[config.mk]
export PLATFORM = sky130hd
export DESIGN_NAME = nec_ir_frame_decoder
export DESIGN_NICKNAME = d
export VERILOG_FILES = /design/src/sv/nir_pkg.sv /design/src/sv/nir_ram.sv /design/src/sv/nir_datapath.sv /design/src/sv/nir_ctrl.sv /design/src/sv/nec_ir_frame_decoder.sv
export SDC_FILE = /design/constraint.sdc
export NUM_CORES = 1
export LEC_CHECK = 0
export BUFFER_PORTS_ARGS = -buffer_cell sky130_fd_sc_hd__buf_2
export CAP_MARGIN = 20
export CORE_AREA = 2 2 250 252
export DETAILED_ROUTE_END_ITERATION = 16
export DIE_AREA = 0 0 252 254
export GPL_TIMING_DRIVEN = 0
export SYNTH_ARGS = -nofsm -noshare
export SYNTH_HDL_FRONTEND = slang
export SYNTH_SLANG_ARGS = --single-unit
[constraint.sdc]
create_clock -name clk -period 6.32 [get_ports clk]
set_input_delay 1.264 -clock clk [delete_from_list [all_inputs] [get_ports clk]]
set_output_delay 1.264 -clock clk [all_outputs]
set_load 0.03 [all_outputs]
[src/sv/nir_pkg.sv]
`timescale 1ns / 1ps

package nir_pkg;

	// Fixed field and store widths
	localparam int CNT_W      = 9;
	localparam int TIME_W     = 32;
	localparam int ADDR_W     = 16;
	localparam int CMD_W      = 8;
	localparam int STATUS_W   = 2;
	localparam int MINP_W     = 9;
	localparam int APB_ADDR_W = 4;
	localparam int APB_DATA_W = 32;

	// Frame layout: 32 data bits on every second pulse from pulse 4
	localparam int FIRST_DATA_PULSE = 4;
	localparam int DATA_BITS        = 32;
	localparam int MIN_FRAME_FLOOR  = 67;
	localparam int REPEAT_LO        = 3;
	localparam int REPEAT_HI        = 5;

	// Register reset values
	localparam logic [ADDR_W-1:0] RST_REMOTE_ADDRESS = '0;
	localparam logic [TIME_W-1:0] RST_IDLE_TIMEOUT   = 32'd20000;
	localparam logic [TIME_W-1:0] RST_BIT_THRESHOLD  = 32'd1500;
	localparam logic [MINP_W-1:0] RST_MIN_FRAME      = 9'd67;

	// Register indexes (word address)
	localparam logic [1:0] REG_REMOTE_ADDRESS = 2'd0;
	localparam logic [1:0] REG_IDLE_TIMEOUT   = 2'd1;
	localparam logic [1:0] REG_BIT_THRESHOLD  = 2'd2;
	localparam logic [1:0] REG_MIN_FRAME      = 2'd3;

	// Result status codes
	localparam logic [STATUS_W-1:0] ST_NONE   = 2'd0;
	localparam logic [STATUS_W-1:0] ST_VALID  = 2'd1;
	localparam logic [STATUS_W-1:0] ST_REPEAT = 2'd2;

	typedef struct packed {
		logic [ADDR_W-1:0] remote_address;
		logic [TIME_W-1:0] idle_timeout;
		logic [TIME_W-1:0] bit_threshold;
		logic [MINP_W-1:0] min_frame_pulses;
	} nir_cfg_t;

	// Controller to datapath
	typedef struct packed {
		logic capture;     // latch the polled level and time
		logic edge_upd;    // apply a level change, store one pulse bit
		logic clr_count;   // frame ended, drop pulse count
		logic rd_start;    // point the read index at the first data pulse
		logic rd_issue;    // read one stored pulse, step the index
		logic res_zero;    // result: no data
		logic res_repeat;  // result: repeat
		logic res_check;   // result: from decoded frame bits
	} nir_cmd_t;

	// Datapath to controller
	typedef struct packed {
		logic timeout;
		logic full_frame;
		logic repeat_cnt;
	} nir_stat_t;

endpackage

[src/sv/nir_ram.sv]
`timescale 1ns / 1ps

module nir_ram #(
	parameter int WIDTH = 1,
	parameter int DEPTH = 128
) (
	input  logic                     clk,
	input  logic                     we,
	input  logic [$clog2(DEPTH)-1:0] waddr,
	input  logic [WIDTH-1:0]         wdata,
	input  logic                     re,
	input  logic [$clog2(DEPTH)-1:0] raddr,
	output logic [WIDTH-1:0]         rdata
);

	logic [WIDTH-1:0] mem_q [DEPTH];

	// One write port, one registered read port
	always_ff @(posedge clk) begin
		if (we) begin
			mem_q[waddr] <= wdata;
		end
		if (re) begin
			rdata <= mem_q[raddr];
		end
	end

endmodule

[src/sv/nir_datapath.sv]
`timescale 1ns / 1ps

module nir_datapath import nir_pkg::*; #(
	parameter int PULSE_DEPTH = 128
) (
	input  logic                clk,
	input  logic                arst_n,
	input  nir_cfg_t            cfg,
	input  nir_cmd_t            cmd,
	input  logic                pin_level,
	input  logic [TIME_W-1:0]   timer_value,
	output nir_stat_t           stat,
	output logic [STATUS_W-1:0] status,
	output logic [CMD_W-1:0]    command_byte
);

	localparam int AW = $clog2(PULSE_DEPTH);

	logic                level_q;
	logic [TIME_W-1:0]   now_q;
	logic                last_level_q;
	logic [TIME_W-1:0]   last_edge_q;
	logic [CNT_W-1:0]    count_q;
	logic [AW-1:0]       rd_idx_q;
	logic                rd_valid_q;
	logic [DATA_BITS-1:0] bits_q;
	logic [STATUS_W-1:0] status_q;
	logic [CMD_W-1:0]    command_q;

	logic                level_change;
	logic                store_room;
	logic                pulse_long;
	logic                ram_we;
	logic                ram_rdata;
	logic [TIME_W-1:0]   pulse_dur;
	logic [TIME_W-1:0]   idle_dur;
	logic [MINP_W-1:0]   min_pulses;
	logic [ADDR_W-1:0]   frm_addr;
	logic [CMD_W-1:0]    frm_cmd;
	logic [CMD_W-1:0]    frm_inv;
	logic                frm_ok;

	// Edge detect and pulse classification (time wraps modulo 2^32)
	assign level_change = level_q != last_level_q;
	assign pulse_dur    = now_q - last_edge_q;
	assign pulse_long   = pulse_dur > cfg.bit_threshold;
	assign store_room   = count_q < CNT_W'(PULSE_DEPTH);
	assign ram_we       = cmd.edge_upd & level_change & store_room;

	// Frame end: idle high long enough with pulses held
	assign idle_dur   = now_q - last_edge_q;
	assign min_pulses = (cfg.min_frame_pulses < MINP_W'(MIN_FRAME_FLOOR)) ?
		MINP_W'(MIN_FRAME_FLOOR) : cfg.min_frame_pulses;

	assign stat.timeout    = level_q & (count_q != '0) & (idle_dur > cfg.idle_timeout);
	assign stat.full_frame = count_q >= min_pulses;
	assign stat.repeat_cnt = (count_q >= CNT_W'(REPEAT_LO)) & (count_q <= CNT_W'(REPEAT_HI));

	// Decoded frame fields, MSB first
	assign frm_addr = bits_q[DATA_BITS-1 -: ADDR_W];
	assign frm_cmd  = bits_q[2*CMD_W-1 -: CMD_W];
	assign frm_inv  = bits_q[CMD_W-1:0];
	assign frm_ok   = (frm_addr == cfg.remote_address) & (frm_cmd == ~frm_inv);

	nir_ram #(
		.WIDTH (1),
		.DEPTH (PULSE_DEPTH)
	) u_pulse_ram (
		.clk   (clk),
		.we    (ram_we),
		.waddr (count_q[AW-1:0]),
		.wdata (pulse_long),
		.re    (cmd.rd_issue),
		.raddr (rd_idx_q),
		.rdata (ram_rdata)
	);

	// Control registers: edge tracking, pulse count, read valid
	always_ff @(posedge clk or negedge arst_n) begin
		if (!arst_n) begin
			last_level_q <= 1'b1;
			last_edge_q  <= '0;
			count_q      <= '0;
			rd_valid_q   <= 1'b0;
		end else begin
			rd_valid_q <= cmd.rd_issue;
			if (cmd.edge_upd && level_change) begin
				last_level_q <= level_q;
				last_edge_q  <= now_q;
				if (store_room) begin
					count_q <= count_q + 1'b1;
				end
			end
			if (cmd.clr_count) begin
				count_q <= '0;
			end
		end
	end

	// Payload: poll capture, read index, frame bits, result
	always_ff @(posedge clk) begin
		if (cmd.capture) begin
			level_q <= pin_level;
			now_q   <= timer_value;
		end
		if (cmd.rd_start) begin
			rd_idx_q <= AW'(FIRST_DATA_PULSE);
		end else if (cmd.rd_issue) begin
			rd_idx_q <= rd_idx_q + AW'(2);
		end
		if (rd_valid_q) begin
			bits_q <= {bits_q[DATA_BITS-2:0], ram_rdata};
		end
		if (cmd.res_zero) begin
			status_q  <= ST_NONE;
			command_q <= '0;
		end else if (cmd.res_repeat) begin
			status_q  <= ST_REPEAT;
			command_q <= '0;
		end else if (cmd.res_check) begin
			status_q  <= frm_ok ? ST_VALID : ST_NONE;
			command_q <= frm_ok ? frm_cmd : '0;
		end
	end

	assign status       = status_q;
	assign command_byte = command_q;

endmodule

[src/sv/nir_ctrl.sv]
`timescale 1ns / 1ps

module nir_ctrl import nir_pkg::*; (
	input  logic      clk,
	input  logic      arst_n,
	input  logic      start,
	input  nir_stat_t stat,
	output nir_cmd_t  cmd,
	output logic      busy,
	output logic      done
);

	localparam int RC_W = $clog2(DATA_BITS);

	typedef enum logic [2:0] {
		S_IDLE,
		S_EDGE,
		S_CHECK,
		S_READ,
		S_DRAIN,
		S_DECIDE
	} state_t;

	state_t         state_q;
	logic [RC_W-1:0] rd_cnt_q;
	logic           done_q;

	// Commands decoded from the current state
	always_comb begin
		cmd = '0;
		case (state_q)
			S_IDLE: begin
				cmd.capture = start;
			end
			S_EDGE: begin
				cmd.edge_upd = 1'b1;
			end
			S_CHECK: begin
				cmd.clr_count = stat.timeout;
				if (stat.timeout && stat.full_frame) begin
					cmd.rd_start = 1'b1;
				end else if (stat.timeout && stat.repeat_cnt) begin
					cmd.res_repeat = 1'b1;
				end else begin
					cmd.res_zero = 1'b1;
				end
			end
			S_READ: begin
				cmd.rd_issue = 1'b1;
			end
			S_DRAIN: begin
			end
			S_DECIDE: begin
				cmd.res_check = 1'b1;
			end
			default: begin
			end
		endcase
	end

	// State, read counter and result strobe
	always_ff @(posedge clk or negedge arst_n) begin
		if (!arst_n) begin
			state_q  <= S_IDLE;
			rd_cnt_q <= '0;
			done_q   <= 1'b0;
		end else begin
			done_q <= 1'b0;
			case (state_q)
				S_IDLE: begin
					if (start) begin
						state_q <= S_EDGE;
					end
				end
				S_EDGE: begin
					state_q <= S_CHECK;
				end
				S_CHECK: begin
					if (stat.timeout && stat.full_frame) begin
						rd_cnt_q <= '0;
						state_q  <= S_READ;
					end else begin
						done_q  <= 1'b1;
						state_q <= S_IDLE;
					end
				end
				S_READ: begin
					rd_cnt_q <= rd_cnt_q + 1'b1;
					if (rd_cnt_q == RC_W'(DATA_BITS - 1)) begin
						state_q <= S_DRAIN;
					end
				end
				S_DRAIN: begin
					state_q <= S_DECIDE;
				end
				S_DECIDE: begin
					done_q  <= 1'b1;
					state_q <= S_IDLE;
				end
				default: begin
					state_q <= S_IDLE;
				end
			endcase
		end
	end

	assign busy = state_q != S_IDLE;
	assign done = done_q;

endmodule

[src/sv/nec_ir_frame_decoder.sv]
// NEC infrared remote frame decoder.
//
// Requests: drive pin_level and timer_value (one pin poll) and pulse start;
// a request is taken at a clock edge with start high and busy low.
// Every request gives exactly one result: status and command_byte are valid
// for the single cycle in which done is high. The receiver cannot hold a
// result off, and none is needed: one request is in flight at a time.
// Sequence: a plain poll steps through the edge and check states, and done
// rises from check; when a poll ends a full-length frame the 32 data pulses
// are read one per cycle from the pulse RAM, then drain and decide precede
// done. busy falls in the cycle done is high, so a new request may be taken there.
// Configuration: APB, four 32-bit registers at 0x0 remote address,
// 0x4 idle timeout, 0x8 bit threshold, 0xC minimum frame pulse count.
// Write only while busy is low and no result is pending.
// Reset: pulse count zero, last level high, last edge time zero, registers
// to their defaults. The pulse RAM is not cleared.
`timescale 1ns / 1ps

module nec_ir_frame_decoder import nir_pkg::*; #(
	parameter int PULSE_DEPTH = 128
) (
	input  logic                  clk,
	input  logic                  arst_n,
	input  logic                  start,
	output logic                  busy,
	input  logic                  pin_level,
	input  logic [TIME_W-1:0]     timer_value,
	output logic                  done,
	output logic [STATUS_W-1:0]   status,
	output logic [CMD_W-1:0]      command_byte,
	input  logic                  psel,
	input  logic                  penable,
	input  logic                  pwrite,
	input  logic [APB_ADDR_W-1:0] paddr,
	input  logic [APB_DATA_W-1:0] pwdata,
	output logic [APB_DATA_W-1:0] prdata,
	output logic                  pready
);

	nir_cfg_t  cfg_q;
	nir_cmd_t  cmd;
	nir_stat_t stat;
	logic      cfg_wr;
	logic [1:0] reg_idx;

	assign pready  = 1'b1;
	assign cfg_wr  = psel & penable & pwrite;
	assign reg_idx = paddr[3:2];

	// Configuration registers
	always_ff @(posedge clk or negedge arst_n) begin
		if (!arst_n) begin
			cfg_q.remote_address   <= RST_REMOTE_ADDRESS;
			cfg_q.idle_timeout     <= RST_IDLE_TIMEOUT;
			cfg_q.bit_threshold    <= RST_BIT_THRESHOLD;
			cfg_q.min_frame_pulses <= RST_MIN_FRAME;
		end else if (cfg_wr) begin
			case (reg_idx)
				REG_REMOTE_ADDRESS: cfg_q.remote_address   <= pwdata[ADDR_W-1:0];
				REG_IDLE_TIMEOUT:   cfg_q.idle_timeout     <= pwdata[TIME_W-1:0];
				REG_BIT_THRESHOLD:  cfg_q.bit_threshold    <= pwdata[TIME_W-1:0];
				REG_MIN_FRAME:      cfg_q.min_frame_pulses <= pwdata[MINP_W-1:0];
				default: begin
				end
			endcase
		end
	end

	// Register readback
	always_comb begin
		case (reg_idx)
			REG_REMOTE_ADDRESS: prdata = APB_DATA_W'(cfg_q.remote_address);
			REG_IDLE_TIMEOUT:   prdata = APB_DATA_W'(cfg_q.idle_timeout);
			REG_BIT_THRESHOLD:  prdata = APB_DATA_W'(cfg_q.bit_threshold);
			REG_MIN_FRAME:      prdata = APB_DATA_W'(cfg_q.min_frame_pulses);
			default:            prdata = '0;
		endcase
	end

	nir_ctrl u_ctrl (
		.clk    (clk),
		.arst_n (arst_n),
		.start  (start),
		.stat   (stat),
		.cmd    (cmd),
		.busy   (busy),
		.done   (done)
	);

	nir_datapath #(
		.PULSE_DEPTH (PULSE_DEPTH)
	) u_datapath (
		.clk          (clk),
		.arst_n       (arst_n),
		.cfg          (cfg_q),
		.cmd          (cmd),
		.pin_level    (pin_level),
		.timer_value  (timer_value),
		.stat         (stat),
		.status       (status),
		.command_byte (command_byte)
	);

endmodule
==> impl_metrics.yaml <==
synth:
  synth.area.top_cells: "edfxtp_1 (26%), dfrtp_1 (21%), ha_1 (9.1%)"
  syn-num-nets: 1531
  yosysTopAreaCell: "edfxtp_1"
  ys_seq_elements: 287
  synth.cells.most_frequent: "edfxtp_1 (130), nand2_1 (126), dfrtp_1 (125)"
  ys.flop_type: "edfxtp_1"
  synth-edff-count: 130
  synth_cell_types: 70
  syn_inst: 1345
  postSynth.asyncResetShare_pct: 49.1
  yosysMostFrequentCell: "edfxtp_1"
  synth_area_per_cell_um2: 11.3
  ys_seq_area_share_pct: 51.3
  netlist.area_leader.share_pct: 25.8
  ys.warnings.count: 0
  syn_area_um2: 15100
cells_and_area:
  utilization_pct: 29.4
  design_area_um2: 18000
  num-nets-final: 1692
  seq_area_um2: 7770
  n_fill_cell: 6304
  stdcell_count: 2329
  area_growth_syn_to_layout_pct: 18.9
  final_layout_size_suffix_gt1_share_pct: 19.6
  multi_input_area_um2: 6750
floorplan:
  core_um2: 61300
  die_area_um2: 64000
  die_x_um: 252
  die_height_um: 254
  io-pin-count: 120
  rows: 91
  start_util_pct: 24.7
power_and_ir_drop:
  ir_drop_mv: 0.273
  intPower_mw: 5.76
  p_per_area_nw_per_um2: 531
  swShare_pct: 39.8
  combPwrFrac_pct: 49.0
  leakagePower_nw: 7.43
  p_sw_mw: 3.81
  p_clk_share_pct: 20.4
  p_seq_share_pct: 30.6
global_routing:
  grt_max_degree: 72
  antenna_found_initial: 13
  overflow: 0
  grt_first_pass_wirelength_um: 63200
  track_usage_pct: 12.8
  grt_pass1_vias: 11000
worst_hold_path:
  min_path_cells: 0
  hold_class: "reg -> reg"
sta:
  finalMaxSlewViolations: 0
  finalSetupViolations: 0
  tightest_slew_ns: 1.10
  grt_setup_unrepaired: "false"
  finalSetupTns_ns: 0
  max-slew-margin-rel_pct: 26.5
  finalCritPeriodShare_pct: 95.0
  fmax_mhz: 167
  fin_worst_skew_ns: 0.0114
  hold_viol_final: 0
  final.min_clock_period_ns: 6.00
critical_path:
  worstPathRequired_ns: 6.59
  cp-start-kind: "flop"
  cp_max_fo: 48
  path_class: "reg -> reg"
  rr_worst_depth: 20
  crit_arrival_ns: 6.27
  end_kind: "flop"
placed_design:
  dp_cells: 2259
  dp_hpwl_um: 31500
  globalplace.congestion: 0.850
  placed_cell_area_um2: 16900
  portBuffers: 116
clock_network:
  cts_sinks: 287
  clockBufferDepth: 3
  clk_latency_ns: 0.54
  clk_pin_slew_ns: 0.06
  cts_tree: "done"
  root_buffer: "clkbuf_16"
  cts_buffers: 35
  htreeDepth: 2
route:
  wl_per_cell_um: 17.5
  drc: 0
  viasPerCell: 4.69
  drtIter0Drc: 759
  drt_wl_total_um: 40800
  first_pass_iters: 5
  ant_nets: 0
  vias: 10900
job:
  cap_violations: 0
status:
  status: "completed"
## through the flow
step,hold slack [ns],setup slack [ns],total power [mW]
floorplan,0.400,0.887,6.21
global placement,0.405,-1.38,7.34
detailed placement,0.420,0.134,7.58
CTS,0.433,0.106,9.59
global route,0.448,0.0182,10.3
finish,0.430,0.317,9.57
## cell families (layout without fill, tap and decap cells)
logic type                 Yosys count  count (layout)  share of synthesized area [%]
muxes                               96              96                           9.43
other                                1               7                         0.0248
DFF                                287             287                           51.3
AOI/OAI and AO/OA                  272             272                           11.6
adders and majority gates          111             111                           9.22
buffers and inverters              166             354                           4.30
and+or+nand+nor                    350             350                           10.5
xor gates and xnor gates            62              62                           3.59
## cell type report
| class | count | share of cell area [%] |
|---|---|---|
| plain buffers | 46 | 1.11 |
| diodes | 6 | 0.0834 |
| clock buffers | 47 | 5.34 |
| inverters | 120 | 2.50 |
| flip-flops and latches | 287 | 43.2 |
| clock inverters | 17 | 0.806 |
| repair buffers | 124 | 4.01 |
| multi-input cells | 892 | 37.5 |
| well taps | 790 | 5.49 |
## layout by cell type, fill, tap and decap left out, types with 5 or more instances in the layout
cell type and count:
a211oi_1 6, a21o_1 33, a21oi_1 40, a22o_1 20
a31oi_1 5, buf_1 8, buf_2 121, clkbuf_1 39
clkbuf_16 35, clkinv_2 7, dfrtp_1 125, dfstp_2 16
dfxtp_1 16, diode_2 6, edfxtp_1 130, ha_1 110
inv_1 120, mux2_2 58, mux2i_1 8, mux4_1 5
mux4_2 25, nand2_1 126, nand2b_1 5, nand3_1 22
nand4_1 24, nor2_1 110, nor2b_1 17, nor3_1 9
nor4_1 9, o211ai_1 8, o21a_1 17, o21ai_0 106
or3_1 6, xnor2_1 33, xor2_1 29
## power groups by stage
stage | logic (mW) | registers [mW] | clock network [mW]
after floorplan | 3.29 | 2.92 | 0
after global placement | 4.36 | 2.98 | 0
after detailed placement | 4.61 | 2.96 | 0
after CTS | 4.67 | 2.93 | 1.99
after global routing | 5.25 | 2.98 | 2.07
final | 4.69 | 2.93 | 1.95
## registers in the layout, summed over array words and instances (netlist names)
name and count:
u_datapath.status 2, u_ctrl.done 1, u_datapath.u_pulse_ram.mem_q 64, u_datapath.rd_valid_q 1, u_datapath.last_level_q 1, u_datapath.now_q 32
cfg_q 89, u_datapath.bits_q 32, u_datapath.level_q 1, u_datapath.u_pulse_ram.rdata 1, u_ctrl.rd_cnt_q 5, u_datapath.last_edge_q 32
u_datapath.rd_idx_q 6, u_ctrl.state_q 3, u_datapath.count_q 9, u_datapath.command_byte 8
## routing by layer
layer  up-vias  share of wire (%)  global-route usage (%)
met5         -               0.15                       0
met4        10                3.4                    5.09
met3        77                7.5                    3.17
met2       316                 45                    20.4
met1      5385                 44                    16.5
li1       5142                  -                       -
## repair_timing
item / in CTS / in global routing
resized for setup: 0 / 2
hold buffers: 0 / 0
setup endpoints to repair: 0 / 64
buffers inserted: 0 / 0
## worst max-delay path, cell delays in order, from the launching register on
cell and delay, ns:
edfxtp_1 0.36, inv_1 0.14, ha_1 0.21, inv_1 0.06, fa_1 0.43, a211oi_1 0.24
o21bai_1 0.15, o21ai_0 0.38, o21ai_0 0.34, o21ba_2 0.31, o21ai_0 0.29, o21ai_0 0.17
xor2_1 0.21, ha_1 0.33, nand4_1 0.19, nor4_4 0.47, nand4_1 0.33, nor3b_1 0.24
a22oi_1 0.37, o21ai_4 0.23, buf_12 0.23
## final timing paths
check                                              from                           endpoint  slack, ns
hold reg to reg            u_datapath.u_pulse_ram.rdata               u_datapath.bits_q[0]       0.43
setup / recovery                    u_datapath.now_q[0]  u_datapath.u_pulse_ram.mem_q[126]       0.32
hold / removal             u_datapath.u_pulse_ram.rdata               u_datapath.bits_q[0]       0.43
min in group asynchronous                        arst_n         u_datapath.last_edge_q[28]       0.69
max in group asynchronous                        arst_n                          cfg_q[50]       5.21
setup reg to reg                    u_datapath.now_q[0]  u_datapath.u_pulse_ram.mem_q[126]       0.32
(Power assumes the default switching activity.)
